<file path="src/rtl/ocp_pkg.sv">
package ocp_pkg;

    typedef logic [1:0] t_kind;
    typedef logic [2:0] t_slot;
    typedef logic [1:0] t_kw;

    localparam t_kind KIND_ADD       = 2'd0;
    localparam t_kind KIND_CANCEL    = 2'd1;
    localparam t_kind KIND_MALFORMED = 2'd2;

    localparam t_kw KW_ADD    = 2'd0;
    localparam t_kw KW_CANCEL = 2'd1;
    localparam t_kw KW_BUY    = 2'd2;
    localparam t_kw KW_SELL   = 2'd3;

    // captured field slots
    localparam t_slot SLOT_REQ    = 3'd0;
    localparam t_slot SLOT_ACCT   = 3'd1;
    localparam t_slot SLOT_PRICE  = 3'd2;
    localparam t_slot SLOT_QTY    = 3'd3;
    localparam t_slot SLOT_TARGET = 3'd4;
    localparam t_slot SLOT_NONE   = 3'd7;

    localparam logic [7:0] CHAR_SPACE = 8'h20;
    localparam logic [7:0] CHAR_ZERO  = 8'h30;
    localparam logic [7:0] CHAR_NINE  = 8'h39;

    localparam logic [2:0] TOKENS_ADD    = 3'd6;
    localparam logic [2:0] TOKENS_CANCEL = 3'd4;
    localparam logic [2:0] POS_MAX       = 3'd7;
    localparam logic [4:0] LEN_MAX       = 5'd31;

    typedef struct packed {
        logic [7:0] data_byte;
        logic       byte_valid;
        logic       line_end;
    } t_in_word;

    typedef struct packed {
        t_kind       command_kind;
        logic [63:0] request_number;
        logic [63:0] account_number;
        logic        order_side;
        logic [62:0] limit_price;
        logic [62:0] order_quantity;
        logic [63:0] cancel_target;
    } t_res_word;

    function automatic logic [4:0] kw_len(input t_kw k);
        logic [4:0] len;
        case (k)
            KW_ADD:    len = 5'd3;
            KW_CANCEL: len = 5'd6;
            KW_BUY:    len = 5'd3;
            KW_SELL:   len = 5'd4;
            default:   len = 5'd0;
        endcase
        return len;
    endfunction

    function automatic logic [7:0] kw_char(input t_kw k, input logic [2:0] idx);
        logic [47:0] txt;
        case (k)
            KW_ADD:    txt = {"ADD", 24'h0};
            KW_CANCEL: txt = "CANCEL";
            KW_BUY:    txt = {"BUY", 24'h0};
            KW_SELL:   txt = {"SELL", 16'h0};
            default:   txt = 48'h0;
        endcase
        case (idx)
            3'd0:    return txt[47:40];
            3'd1:    return txt[39:32];
            3'd2:    return txt[31:24];
            3'd3:    return txt[23:16];
            3'd4:    return txt[15:8];
            3'd5:    return txt[7:0];
            default: return 8'h0;
        endcase
    endfunction

    function automatic logic kw_hit(input logic [3:0] flags, input logic [4:0] len,
                                    input t_kw k);
        return flags[k] && (len == kw_len(k));
    endfunction

    function automatic t_slot number_slot(input logic [2:0] pos, input logic cancel);
        t_slot s;
        case (pos)
            3'd1:    s = SLOT_REQ;
            3'd2:    s = SLOT_ACCT;
            3'd3:    s = cancel ? SLOT_TARGET : SLOT_NONE;
            3'd4:    s = cancel ? SLOT_NONE : SLOT_PRICE;
            3'd5:    s = cancel ? SLOT_NONE : SLOT_QTY;
            default: s = SLOT_NONE;
        endcase
        return s;
    endfunction

endpackage

</file>
<file path="src/rtl/ocp_if.sv">
interface ocp_cmd_if;
    logic       valid;
    logic       ready;
    logic [7:0] data_byte;
    logic       byte_valid;
    logic       line_end;

    modport source (output valid, output data_byte, output byte_valid, output line_end,
                    input ready);
    modport sink (input valid, input data_byte, input byte_valid, input line_end,
                  output ready);
endinterface

interface ocp_res_if;
    logic                valid;
    logic                ready;
    ocp_pkg::t_kind      command_kind;
    logic [63:0]         request_number;
    logic [63:0]         account_number;
    logic                order_side;
    logic [62:0]         limit_price;
    logic [62:0]         order_quantity;
    logic [63:0]         cancel_target;

    modport source (output valid, output command_kind, output request_number,
                    output account_number, output order_side, output limit_price,
                    output order_quantity, output cancel_target, input ready);
    modport sink (input valid, input command_kind, input request_number,
                  input account_number, input order_side, input limit_price,
                  input order_quantity, input cancel_target, output ready);
endinterface

</file>
<file path="src/rtl/order_command_line_parser_top.sv">
// Channel  Dir  Word                                   Accepted when
// i_cmd    in   data_byte, byte_valid, line_end        valid && ready
// o_res    out  command_kind .. cancel_target          valid && ready
//
// One byte per cycle while the input is not stalled: input register, parse logic, result register.
// A result becomes valid once the accepted line_end word has passed the input register and the result register.
// Synchronous active-low reset; the parser restarts at a line start.
// Only a line_end word waiting behind an untaken result stalls the input;
// other words keep flowing while a result waits.
module order_command_line_parser_top #(
    parameter int VALUE_BITS = 64
) (
    input  logic       i_clk,
    input  logic       i_rst_n,
    ocp_cmd_if.sink    i_cmd,
    ocp_res_if.source  o_res
);

    localparam int AW = VALUE_BITS + 4;
    localparam logic [AW-1:0] ID_LIM  = {4'b0, {VALUE_BITS{1'b1}}};
    localparam logic [AW-1:0] AMT_LIM = {5'b0, {(VALUE_BITS - 1){1'b1}}};

    logic                  r_in_vld;
    ocp_pkg::t_in_word     r_in;
    logic                  s_adv;

    logic [2:0]            r_pos,  n_pos;
    logic [4:0]            r_len,  n_len;
    logic [VALUE_BITS-1:0] r_acc,  n_acc;
    logic [3:0]            r_flags, n_flags;
    logic [VALUE_BITS-1:0] r_caps [5];
    logic [VALUE_BITS-1:0] n_caps [5];
    logic [1:0]            r_cs,   n_cs;
    logic                  r_err,  n_err;
    logic                  r_last, n_last;

    logic                  r_out_vld;
    ocp_pkg::t_res_word    r_res, n_res;

    assign s_adv       = r_in_vld && !(r_in.line_end && r_out_vld && !o_res.ready);
    assign i_cmd.ready = !r_in_vld || s_adv;

    always_ff @(posedge i_clk) begin
        if (!i_rst_n) begin
            r_in_vld <= 1'b0;
        end else if (i_cmd.ready) begin
            r_in_vld <= i_cmd.valid;
        end
        if (i_cmd.ready && i_cmd.valid) begin
            r_in <= '{data_byte: i_cmd.data_byte, byte_valid: i_cmd.byte_valid,
                      line_end: i_cmd.line_end};
        end
    end

    always_comb begin
        logic                  is_space;
        logic                  take;
        logic                  is_digit;
        logic                  cancel;
        logic                  last_a;
        logic                  fin;
        logic                  ok;
        ocp_pkg::t_slot        slot;
        logic [AW-1:0]         acc_ext;
        logic [AW-1:0]         prod;
        logic [AW-1:0]         lim;
        logic [3:0]            flags_t;
        logic [VALUE_BITS-1:0] acc_t;
        logic [4:0]            len_t;
        logic                  err_t;

        is_space = r_in.byte_valid && (r_in.data_byte == ocp_pkg::CHAR_SPACE);
        take     = r_in.byte_valid && !is_space;
        is_digit = (r_in.data_byte >= ocp_pkg::CHAR_ZERO) &&
                   (r_in.data_byte <= ocp_pkg::CHAR_NINE);
        cancel   = r_cs[0];
        slot     = ocp_pkg::number_slot(r_pos, cancel);
        acc_ext  = AW'(r_acc);
        prod     = (acc_ext << 3) + (acc_ext << 1) + AW'(r_in.data_byte[3:0]);
        lim      = (slot == ocp_pkg::SLOT_PRICE || slot == ocp_pkg::SLOT_QTY) ?
                   AMT_LIM : ID_LIM;

        flags_t = r_flags;
        acc_t   = r_acc;
        len_t   = r_len;
        err_t   = r_err;

        if (take) begin
            for (int k = 0; k < 4; k++) begin
                flags_t[k] = r_flags[k] && (r_len < ocp_pkg::kw_len(2'(k))) &&
                             (ocp_pkg::kw_char(2'(k), r_len[2:0]) == r_in.data_byte);
            end
            if (slot != ocp_pkg::SLOT_NONE) begin
                if (!is_digit || prod > lim) begin
                    err_t = 1'b1;
                end else begin
                    acc_t = prod[VALUE_BITS-1:0];
                end
            end
            if (r_len != ocp_pkg::LEN_MAX) begin
                len_t = r_len + 5'd1;
            end
        end

        if (is_space && r_last) begin
            err_t = 1'b1;
        end
        last_a = r_in.byte_valid ? is_space : r_last;
        fin    = (is_space && !r_last) || (r_in.line_end && !last_a);
        if (r_in.line_end && last_a) begin
            err_t = 1'b1;
        end

        n_pos   = r_pos;
        n_cs    = r_cs;
        n_caps  = r_caps;
        n_err   = err_t;
        n_flags = flags_t;
        n_acc   = acc_t;
        n_len   = len_t;

        if (fin) begin
            if (r_pos == 3'd0) begin
                if (ocp_pkg::kw_hit(flags_t, len_t, ocp_pkg::KW_ADD)) begin
                    n_cs = 2'b00;
                end else if (ocp_pkg::kw_hit(flags_t, len_t, ocp_pkg::KW_CANCEL)) begin
                    n_cs = 2'b01;
                end else begin
                    n_err = 1'b1;
                end
            end else if (r_pos == 3'd3 && !cancel) begin
                if (ocp_pkg::kw_hit(flags_t, len_t, ocp_pkg::KW_BUY)) begin
                    n_cs[1] = 1'b0;
                end else if (ocp_pkg::kw_hit(flags_t, len_t, ocp_pkg::KW_SELL)) begin
                    n_cs[1] = 1'b1;
                end else begin
                    n_err = 1'b1;
                end
            end else if (slot != ocp_pkg::SLOT_NONE) begin
                if (acc_t == '0) begin
                    n_err = 1'b1;
                end
                n_caps[slot] = acc_t;
            end
            if (r_pos != ocp_pkg::POS_MAX) begin
                n_pos = r_pos + 3'd1;
            end
            n_len   = '0;
            n_acc   = '0;
            n_flags = '1;
        end

        ok = !n_err && (n_pos == (n_cs[0] ? ocp_pkg::TOKENS_CANCEL : ocp_pkg::TOKENS_ADD));

        n_res = '0;
        if (!ok) begin
            n_res.command_kind = ocp_pkg::KIND_MALFORMED;
        end else begin
            n_res.command_kind   = n_cs[0] ? ocp_pkg::KIND_CANCEL : ocp_pkg::KIND_ADD;
            n_res.request_number = 64'(n_caps[ocp_pkg::SLOT_REQ]);
            n_res.account_number = 64'(n_caps[ocp_pkg::SLOT_ACCT]);
            if (n_cs[0]) begin
                n_res.cancel_target = 64'(n_caps[ocp_pkg::SLOT_TARGET]);
            end else begin
                n_res.order_side     = n_cs[1];
                n_res.limit_price    = 63'(64'(n_caps[ocp_pkg::SLOT_PRICE]));
                n_res.order_quantity = 63'(64'(n_caps[ocp_pkg::SLOT_QTY]));
            end
        end

        n_last = last_a;
        if (r_in.line_end) begin
            n_pos   = '0;
            n_len   = '0;
            n_acc   = '0;
            n_flags = '1;
            for (int j = 0; j < 5; j++) begin
                n_caps[j] = '0;
            end
            n_cs    = '0;
            n_err   = 1'b0;
            n_last  = 1'b1;
        end
    end

    always_ff @(posedge i_clk) begin
        if (!i_rst_n) begin
            r_pos   <= '0;
            r_len   <= '0;
            r_acc   <= '0;
            r_flags <= '1;
            for (int j = 0; j < 5; j++) begin
                r_caps[j] <= '0;
            end
            r_cs    <= '0;
            r_err   <= 1'b0;
            r_last  <= 1'b1;
        end else if (s_adv) begin
            r_pos   <= n_pos;
            r_len   <= n_len;
            r_acc   <= n_acc;
            r_flags <= n_flags;
            r_caps  <= n_caps;
            r_cs    <= n_cs;
            r_err   <= n_err;
            r_last  <= n_last;
        end
    end

    always_ff @(posedge i_clk) begin
        if (!i_rst_n) begin
            r_out_vld <= 1'b0;
        end else if (s_adv && r_in.line_end) begin
            r_out_vld <= 1'b1;
        end else if (o_res.ready) begin
            r_out_vld <= 1'b0;
        end
        if (s_adv && r_in.line_end) begin
            r_res <= n_res;
        end
    end

    assign o_res.valid          = r_out_vld;
    assign o_res.command_kind   = r_res.command_kind;
    assign o_res.request_number = r_res.request_number;
    assign o_res.account_number = r_res.account_number;
    assign o_res.order_side     = r_res.order_side;
    assign o_res.limit_price    = r_res.limit_price;
    assign o_res.order_quantity = r_res.order_quantity;
    assign o_res.cancel_target  = r_res.cancel_target;

endmodule

</file>
<file path="src/flat_wrapper.sv">
// flat-port wrapper written by rule: the top's interface ports become plain ports
module order_command_line_parser_top_flat 
#(
    parameter int VALUE_BITS = 64
)
  (i_clk, i_rst_n, i_cmd_valid, i_cmd_data_byte, i_cmd_byte_valid, i_cmd_line_end, i_cmd_ready, o_res_valid, o_res_command_kind, o_res_request_number, o_res_account_number, o_res_order_side, o_res_limit_price, o_res_order_quantity, o_res_cancel_target, o_res_ready);
  ocp_cmd_if i_cmd_i ();
  ocp_res_if o_res_i ();
  input  logic i_clk;
  input  logic i_rst_n;
  input wire logic [$bits(i_cmd_i.valid)-1:0] i_cmd_valid;
  input wire logic [$bits(i_cmd_i.data_byte)-1:0] i_cmd_data_byte;
  input wire logic [$bits(i_cmd_i.byte_valid)-1:0] i_cmd_byte_valid;
  input wire logic [$bits(i_cmd_i.line_end)-1:0] i_cmd_line_end;
  output wire logic [$bits(i_cmd_i.ready)-1:0] i_cmd_ready;
  output wire logic [$bits(o_res_i.valid)-1:0] o_res_valid;
  output wire logic [$bits(o_res_i.command_kind)-1:0] o_res_command_kind;
  output wire logic [$bits(o_res_i.request_number)-1:0] o_res_request_number;
  output wire logic [$bits(o_res_i.account_number)-1:0] o_res_account_number;
  output wire logic [$bits(o_res_i.order_side)-1:0] o_res_order_side;
  output wire logic [$bits(o_res_i.limit_price)-1:0] o_res_limit_price;
  output wire logic [$bits(o_res_i.order_quantity)-1:0] o_res_order_quantity;
  output wire logic [$bits(o_res_i.cancel_target)-1:0] o_res_cancel_target;
  input wire logic [$bits(o_res_i.ready)-1:0] o_res_ready;
  assign i_cmd_i.valid = i_cmd_valid;
  assign i_cmd_i.data_byte = i_cmd_data_byte;
  assign i_cmd_i.byte_valid = i_cmd_byte_valid;
  assign i_cmd_i.line_end = i_cmd_line_end;
  assign i_cmd_ready = i_cmd_i.ready;
  assign o_res_valid = o_res_i.valid;
  assign o_res_command_kind = o_res_i.command_kind;
  assign o_res_request_number = o_res_i.request_number;
  assign o_res_account_number = o_res_i.account_number;
  assign o_res_order_side = o_res_i.order_side;
  assign o_res_limit_price = o_res_i.limit_price;
  assign o_res_order_quantity = o_res_i.order_quantity;
  assign o_res_cancel_target = o_res_i.cancel_target;
  assign o_res_i.ready = o_res_ready;
  order_command_line_parser_top #(.VALUE_BITS(VALUE_BITS)) u_core (.i_clk(i_clk), .i_rst_n(i_rst_n), .i_cmd(i_cmd_i), .o_res(o_res_i));
endmodule
</file>
<file path="config.mk">
export PLATFORM = sky130hd
export DESIGN_NAME = order_command_line_parser_top_flat
export DESIGN_NICKNAME = d
export VERILOG_FILES = /design/src/rtl/ocp_pkg.sv /design/src/rtl/ocp_if.sv /design/src/rtl/order_command_line_parser_top.sv /design/src/flat_wrapper.sv
export SDC_FILE = /design/constraint.sdc
export NUM_CORES = 2
export LEC_CHECK = 0
export BUFFER_PORTS_ARGS = -buffer_cell sky130_fd_sc_hd__buf_2
export CORE_MARGIN = 5
export CORE_UTILIZATION = 35
export DETAILED_ROUTE_END_ITERATION = 6
export GPL_TIMING_DRIVEN = 0
export PLACE_DENSITY_LB_ADDON = 0.1
export SLEW_MARGIN = 20
export SYNTH_ARGS = -nofsm -noshare
export SYNTH_HDL_FRONTEND = slang
export SYNTH_SLANG_ARGS = --single-unit
</file>
<file path="constraint.sdc">
create_clock -name i_clk -period 8.5 [get_ports i_clk]
set_input_delay 0.425 -clock i_clk [delete_from_list [all_inputs] [get_ports i_clk]]
set_output_delay 0.425 -clock i_clk [all_outputs]
set_load 0.03 [all_outputs]
</file>
Yosys cells after proc, flatten, opt, wreduce, memory -nomap -nowiden
Index checks and enable logic that the tools add are counted.

operators by class
  reductions and logical operators = 52
  order comparisons = 8
  bitwise operators = 2
  eq/ne operators = 27
  $add $sub $neg = 4
  mux-type cells = 81

operator list
  operator                                              count
  2-to-1 mux 320 bit                                    5
  2-to-1 mux 64 bit                                     7
  bitwise mux 320 bit                                   1
  demux 64 bit (select 3 bit)                           1
  2-to-1 mux 5 bit                                      19
  adder 67 x 65 -> 68 bit                               1
  adder 68 x 4 -> 68 bit                                1
  > comparator 68 bit                                   1
  logical NOT 64 bit                                    1
  case mux 7 bit (3 select lines)                       2
  case mux 7 bit (5 select lines)                       1
  equality test 8 bit                                   4
  2-to-1 mux 8 bit                                      4
  logical AND 1 bit                                     27
  2-to-1 mux 1 bit                                      25
  equality test 5 bit                                   4
  equality test 3 x 2 -> 1 bit (second input constant)  6
  less-than comparator 5 bit                            3
  2-to-1 mux 3 bit                                      5
  case mux 3 bit (5 select lines)                       1
  case mux 7 bit (2 select lines)                       1
  equality test 3 bit (second input constant)           4
  2-to-1 mux 2 bit                                      6
  2-to-1 mux 4 bit                                      3
  other kinds (21)                                      41

storage, ports and cells
  input bits = 14
  flip-flop bits (word level) = 733
  output and inout bits = 323

Longest topological paths before layout
  depth after elaboration = 26
  mapped depth = 30
  mapped depth without buffers = 26

Worst setup path after synthesis
OpenSTA, ideal clock, no wires.

  path type = reg2reg
  start point = reg u_core.r_in[0] (netlist bit)
  end point = reg u_core.r_res, in the netlist u_core.o_res.account_number[0] (enable)
  period minus slack after synthesis = 9018 ps
  path slack = -518 ps
  required time = 7772 ps
  cell stages (with the launch flop) = 4
  arrival = 8290 ps
  cell sequence = edfxtp_1 > clkbuf_1 > clkbuf_1 > and3_1

between the ends
  cells in the longest elaborated chain, start to end = 5

ends and longest elaborated chain
  element                          line                                  text
  start: declaration               order_command_line_parser_top.sv:24   ocp_pkg::t_in_word r_in;
  start signal: assignment         order_command_line_parser_top.sv:50   r_in <= '{data_byte: i_cmd.data_byte, byte_valid: i_cmd.byte_valid,
  logical AND 1 bit (2 in series)  order_command_line_parser_top.sv:40   assign s_adv = r_in_vld && !(r_in.line_end && r_out_vld && !o_res.ready);
  logical NOT 1 bit                order_command_line_parser_top.sv:40
  logical AND 1 bit                order_command_line_parser_top.sv:40
  logical AND 1 bit (*)            order_command_line_parser_top.sv:218  if (s_adv && r_in.line_end) begin
  end signal: assignment           order_command_line_parser_top.sv:219  r_res <= n_res;
  end: declaration                 order_command_line_parser_top.sv:38   ocp_pkg::t_res_word r_res, n_res;

Mark *: on every way between the ends. The rest lies on a longest branch, timed or not.
A chain may end at the register's enable or synchronous reset.

Worst setup path in the final report
  start point = reg u_core.r_acc[33]
  end point = reg u_core.r_res, in the netlist u_core.o_res.request_number[37], data pin

between the ends
  cells in the longest elaborated chain, start to end = 16
  elaborated cells on any way between the ends = 29
  classes of those cells = add/sub (2); order compare (1); mux (22); reduce/logical (4)

ends and longest elaborated chain
  element                                                           line                                  text
  start: declaration                                                order_command_line_parser_top.sv:29   logic [VALUE_BITS-1:0] r_acc, n_acc;
  start signal: assignment                                          order_command_line_parser_top.sv:201  r_acc <= n_acc;
  branches (longest 16 deep; another with adder 67 x 65 -> 68 bit)  --

Parallel ways; which one is timed is not known. The select of a mux whose other input is x is not followed.

==> flow_metrics.py <==
metrics = {
    "power_and_ir_drop": {
        "cellLeakagePower_uw": 0.0150,
        "powerDensity_nw_per_um2": 180,
        "pnr_total_power_uw": 7450,
        "seqPwrFrac_pct": 49.6,
        "power_report.internal_total_uw": 5820,
        "p_clk_share_pct": 47.8,
        "total_switching_power_uw": 1630,
        "vdd.ir_drop.worst_uv": 151,
        "combinationalPowerShare_pct": 2.7,
        "p_sw_share_pct": 21.9,
    },
    "sta": {
        "worst_setup_slack_final_ns": -0.0313,
        "fmaxAchievable_ghz": 0.117,
        "setup-tns-final_ns": -0.0464,
        "report.final.hold_viol_count": 0,
        "final_setup_violation_count": 3,
        "worst_clock_skew_ns": 0.0278,
        "max-slew-margin-rel_pct": 7.52,
        "maxSlewViolCount": 0,
        "final_period_minus_worst_setup_slack_ns": 8.53,
        "share_of_the_clock_period_used_by_the_worst_path_pct": 100,
        "worst-slew-pin-transition_ns": 1.37,
        "rsz0062_at_grt": "false",
    },
    "floorplan": {
        "floorplan.rows": 115,
        "die_y_um": 325,
        "initial_utilization_pct": 35.3,
        "floorplan_die_area_um2": 106000,
        "core_area_um2": 98600,
        "ioPinCount": 337,
        "die_w_um": 325,
    },
    "grt": {
        "grt.total_usage_pct": 24.4,
        "grt_first_pass_wirelength_um": 196000,
        "antenna_found_initial": 13,
        "maximum_number_of_pins_on_one_net_before_global_route_repair": 55,
        "first_global_vias": 29100,
        "overflow": 0,
    },
    "placement": {
        "numPortBuffers": 336,
        "postPlaceCellArea_um2": 38400,
        "setup_slack_at_placement_ns": -0.619,
        "place.detailed.hpwl_um": 105000,
        "gp_congestion": 0.929,
    },
    "logic_synthesis": {
        "post_synth_instance_area_um2": 34800,
        "number_of_synthesis_warnings": 0,
        "synth_flop_cell": "dfxtp_1",
        "number_of_nets_produced_by_synthesis": 3875,
        "synth_enable_flop_cells": 331,
        "ys_seq_area_share_pct": 51.5,
        "synth_area_per_cell_um2": 9.36,
        "number_of_different_library_cells_in_the_post_synthesis_netlist": 86,
        "synthArstFlopShare_pct": 0,
        "synth.ff_latch_count": 731,
        "post_synth_inst_count": 3722,
    },
    "layout": {
        "num_antenna_cells": 0,
        "layout_net_count": 4316,
        "ratio_of_cells_with_drive_above_1_in_the_final_layout_pct": 15.1,
        "final_design_area_no_fill_um2": 41300,
        "layout.core_utilization_pct": 41.9,
        "area_growth_pct": 18.7,
    },
    "critical_path": {
        "setup.worst_path.end_class": "flip-flop",
        "cp.arrival_ns": 8.84,
        "worst-path-max-fanout": 10,
        "path_delay_family": "simple AND/OR/NAND/NOR gates",
        "critPathRequiredTime_ns": 8.81,
        "critical_path.reg2reg.startpoint": "u_core.r_acc[33]$_SDFFE_PN0P_",
        "class_of_the_most_critical_setup_path": "flip-flop to flip-flop",
        "worstSetupStartpoint": "u_core.r_acc[33]$_SDFFE_PN0P_",
        "worstRegToRegCells": 26,
        "largest_incremental_delay_on_the_critical_path_ns": 0.66,
        "cp.buffers_inverters": 4,
        "timing.critical_path.from_type": "flip-flop",
        "reg2reg_setup_slack_ns": -0.03,
        "critical_path_slowest_stage_cell": "a211oi_1",
        "critical_path.reg2reg.endpoint": "u_core.o_res.request_number[37]$_SDFFCE_PN0P_",
    },
    "detailed_routing": {
        "drt_iter0_markers": 3087,
        "drtPass1Iterations": 5,
        "antenna_violating_nets_post_route": 0,
        "detailed_route_drc_error_count": 0,
        "vias_per_cell": 5.58,
        "route.final.wire_length_um": 135000,
        "vias": 30773,
        "avgRoutedWirePerCell_um": 24.5,
    },
    "status": {
        "status": "finished with violations",
        "failed_checks": "negative setup slack",
    },
    "clock_network": {
        "cts_root_buf": "clkbuf_16",
        "clock_sinks": 731,
        "h-tree-depth": 3,
        "cts_buffers": 80,
        "cts.reportedPaths.clkPinSlew_ns": 0.06,
        "clock_latency_ns": 0.64,
        "cts_tree": "done",
        "maximum_buffer_depth_of_the_clock_tree": 3,
    },
    "min_path": {
        "hold_path_depth": 3,
        "min-delay-start": "i_cmd_valid",
        "min_path_type": "input pin to flip-flop",
        "timing.hold.worst_endpoint": "u_core.r_in_vld$_SDFFE_PN0N_",
    },
    "job": {
        "maximum_capacitance_violations": 0,
    },
}
[worst register-to-register path: stages (launching register included)]
cell      delay (ns)
dfxtp_1         0.58
ha_1            0.32
ha_1            0.27
buf_2           0.17
nand2_1         0.15
nor2_1          0.44
nand3_1         0.21
a211oi_1        0.55
a211oi_2        0.14
a21oi_1         0.21
a41oi_1         0.19
xor2_2          0.31
inv_1           0.23
ha_1            0.36
nand4_1         0.11
nor3_2          0.24
nand4_1         0.12
and4b_1         0.28
and4_1          0.26
nand4_1         0.15
nor4_1          0.39
a32oi_2         0.41
a211oi_2        0.54
nand3_1         0.36
buf_4           0.34
buf_2           0.23
a211oi_1        0.66
[power groups by stage]
| stage | Sequential (uW) | Clock, uW | Combinational, uW |
|---|---|---|---|
| after global placement | 3780 | 0 | 186 |
| final | 3690 | 3560 | 198 |
| after CTS | 3690 | 3610 | 199 |
| after detailed placement | 3770 | 0 | 195 |
| after global routing | 3690 | 3760 | 213 |
| after floorplan | 3810 | 0 | 80.5 |
[Yosys cell counts, types with 30 or more instances]
| library cell | count | area, um2 |
|---|---|---|
| a211oi_2 | 33 | 413 |
| a211oi_1 | 283 | 2120 |
| clkbuf_1 | 233 | 875 |
| nand2_1 | 515 | 1930 |
| buf_2 | 68 | 340 |
| nor3_1 | 46 | 230 |
| nor2_1 | 439 | 1650 |
| a21oi_1 | 136 | 681 |
| inv_1 | 30 | 113 |
| o21ai_0 | 468 | 2340 |
| dfxtp_1 | 400 | 8010 |
| nand4_1 | 58 | 363 |
| nand3_1 | 59 | 295 |
| nor4_1 | 36 | 225 |
| mux2i_1 | 42 | 420 |
| ha_1 | 137 | 1710 |
| edfxtp_1 | 331 | 9940 |
[what timing repair did]
item	in CTS	in global routing
buffers inserted	0	3
gates resized for setup	18	21
hold buffers	10	0
pin swaps	0	2
endpoints found under the setup margin	315	685
endpoints found under the hold margin	10	0
[logic make-up after synthesis]
family	count (synthesis)	synth area share, %
AOI/OAI and AO/OA	1116	20.3
and+or+nand+nor	1294	16.4
muxes	45	1.30
xor gates and xnor gates	58	1.48
DFF	731	51.5
buffers and inverters	339	4.02
adders and majority gates	139	5.04
[final cells by class]
class	count	area (um2)
timing repair buffer	359	2000
buffer	309	1290
clock buffer	110	2280
tap	1287	1610
fill	9982	57200
multi-input combinational	2652	15700
clock inverter	37	380
sequential	731	17900
inverter	30	113
[placed cells by master, fill, tap and decap left out, drive strengths merged, types with 42 or more instances in the layout]
cell type  count
nor2         439
a21oi        137
mux2i         42
nand4         59
ha           137
dfxtp        400
clkbuf       345
nor3          47
o21ai        483
edfxtp       331
nand2        516
a211oi       317
buf          423
nand3         61
[stage by stage]
step | instances | hold WS (ns)
final | 5515 | 0.0878
after global routing | 5515 | 0.104
after CTS | 5512 | 0.0552
after detailed placement | 5355 | 0.442
after global placement | 5345 | 0.434
after floorplan | 3722 | 0.425
[state kept, by name, summed over array words and instances (netlist names), 2 cells and up]
name / count
u_core.r_caps: 318
u_core.o_res.account_number: 64
u_core.o_res.cancel_target: 64
u_core.o_res.request_number: 64
u_core.r_acc: 64
u_core.o_res.limit_price: 63
u_core.o_res.order_quantity: 63
u_core.r_in: 10
u_core.r_len: 5
u_core.r_flags: 4
u_core.r_pos: 3
u_core.o_res.command_kind: 2
u_core.r_cs: 2
[worst max path at each step]
stage                                                         end  depth (start not counted)  slack [ns]
detailed placement  u_core.o_res.request_number[18]$_SDFFCE_PN0P_                         29       -0.62
finish              u_core.o_res.request_number[37]$_SDFFCE_PN0P_                         26       -0.03
global route        u_core.o_res.request_number[39]$_SDFFCE_PN0P_                         26        0.02
global placement    u_core.o_res.request_number[18]$_SDFFCE_PN0P_                         29       -0.58
CTS                  u_core.o_res.cancel_target[48]$_SDFFCE_PN0P_                         29      0.0008
floorplan            u_core.o_res.cancel_target[18]$_SDFFCE_PN0P_                         29        2.61
[routing by layer]
metal | vias to the layer above | wire length, um | GRT usage (%)
met5 | - | 70 | 0
met4 | 10 | 3400 | 5.96
met3 | 169 | 11000 | 6.37
met2 | 1072 | 61000 | 38.6
met1 | 15062 | 59700 | 33.6
li1 | 14460 | - | -
No activity file was read; power rests on OpenSTA's default activity.
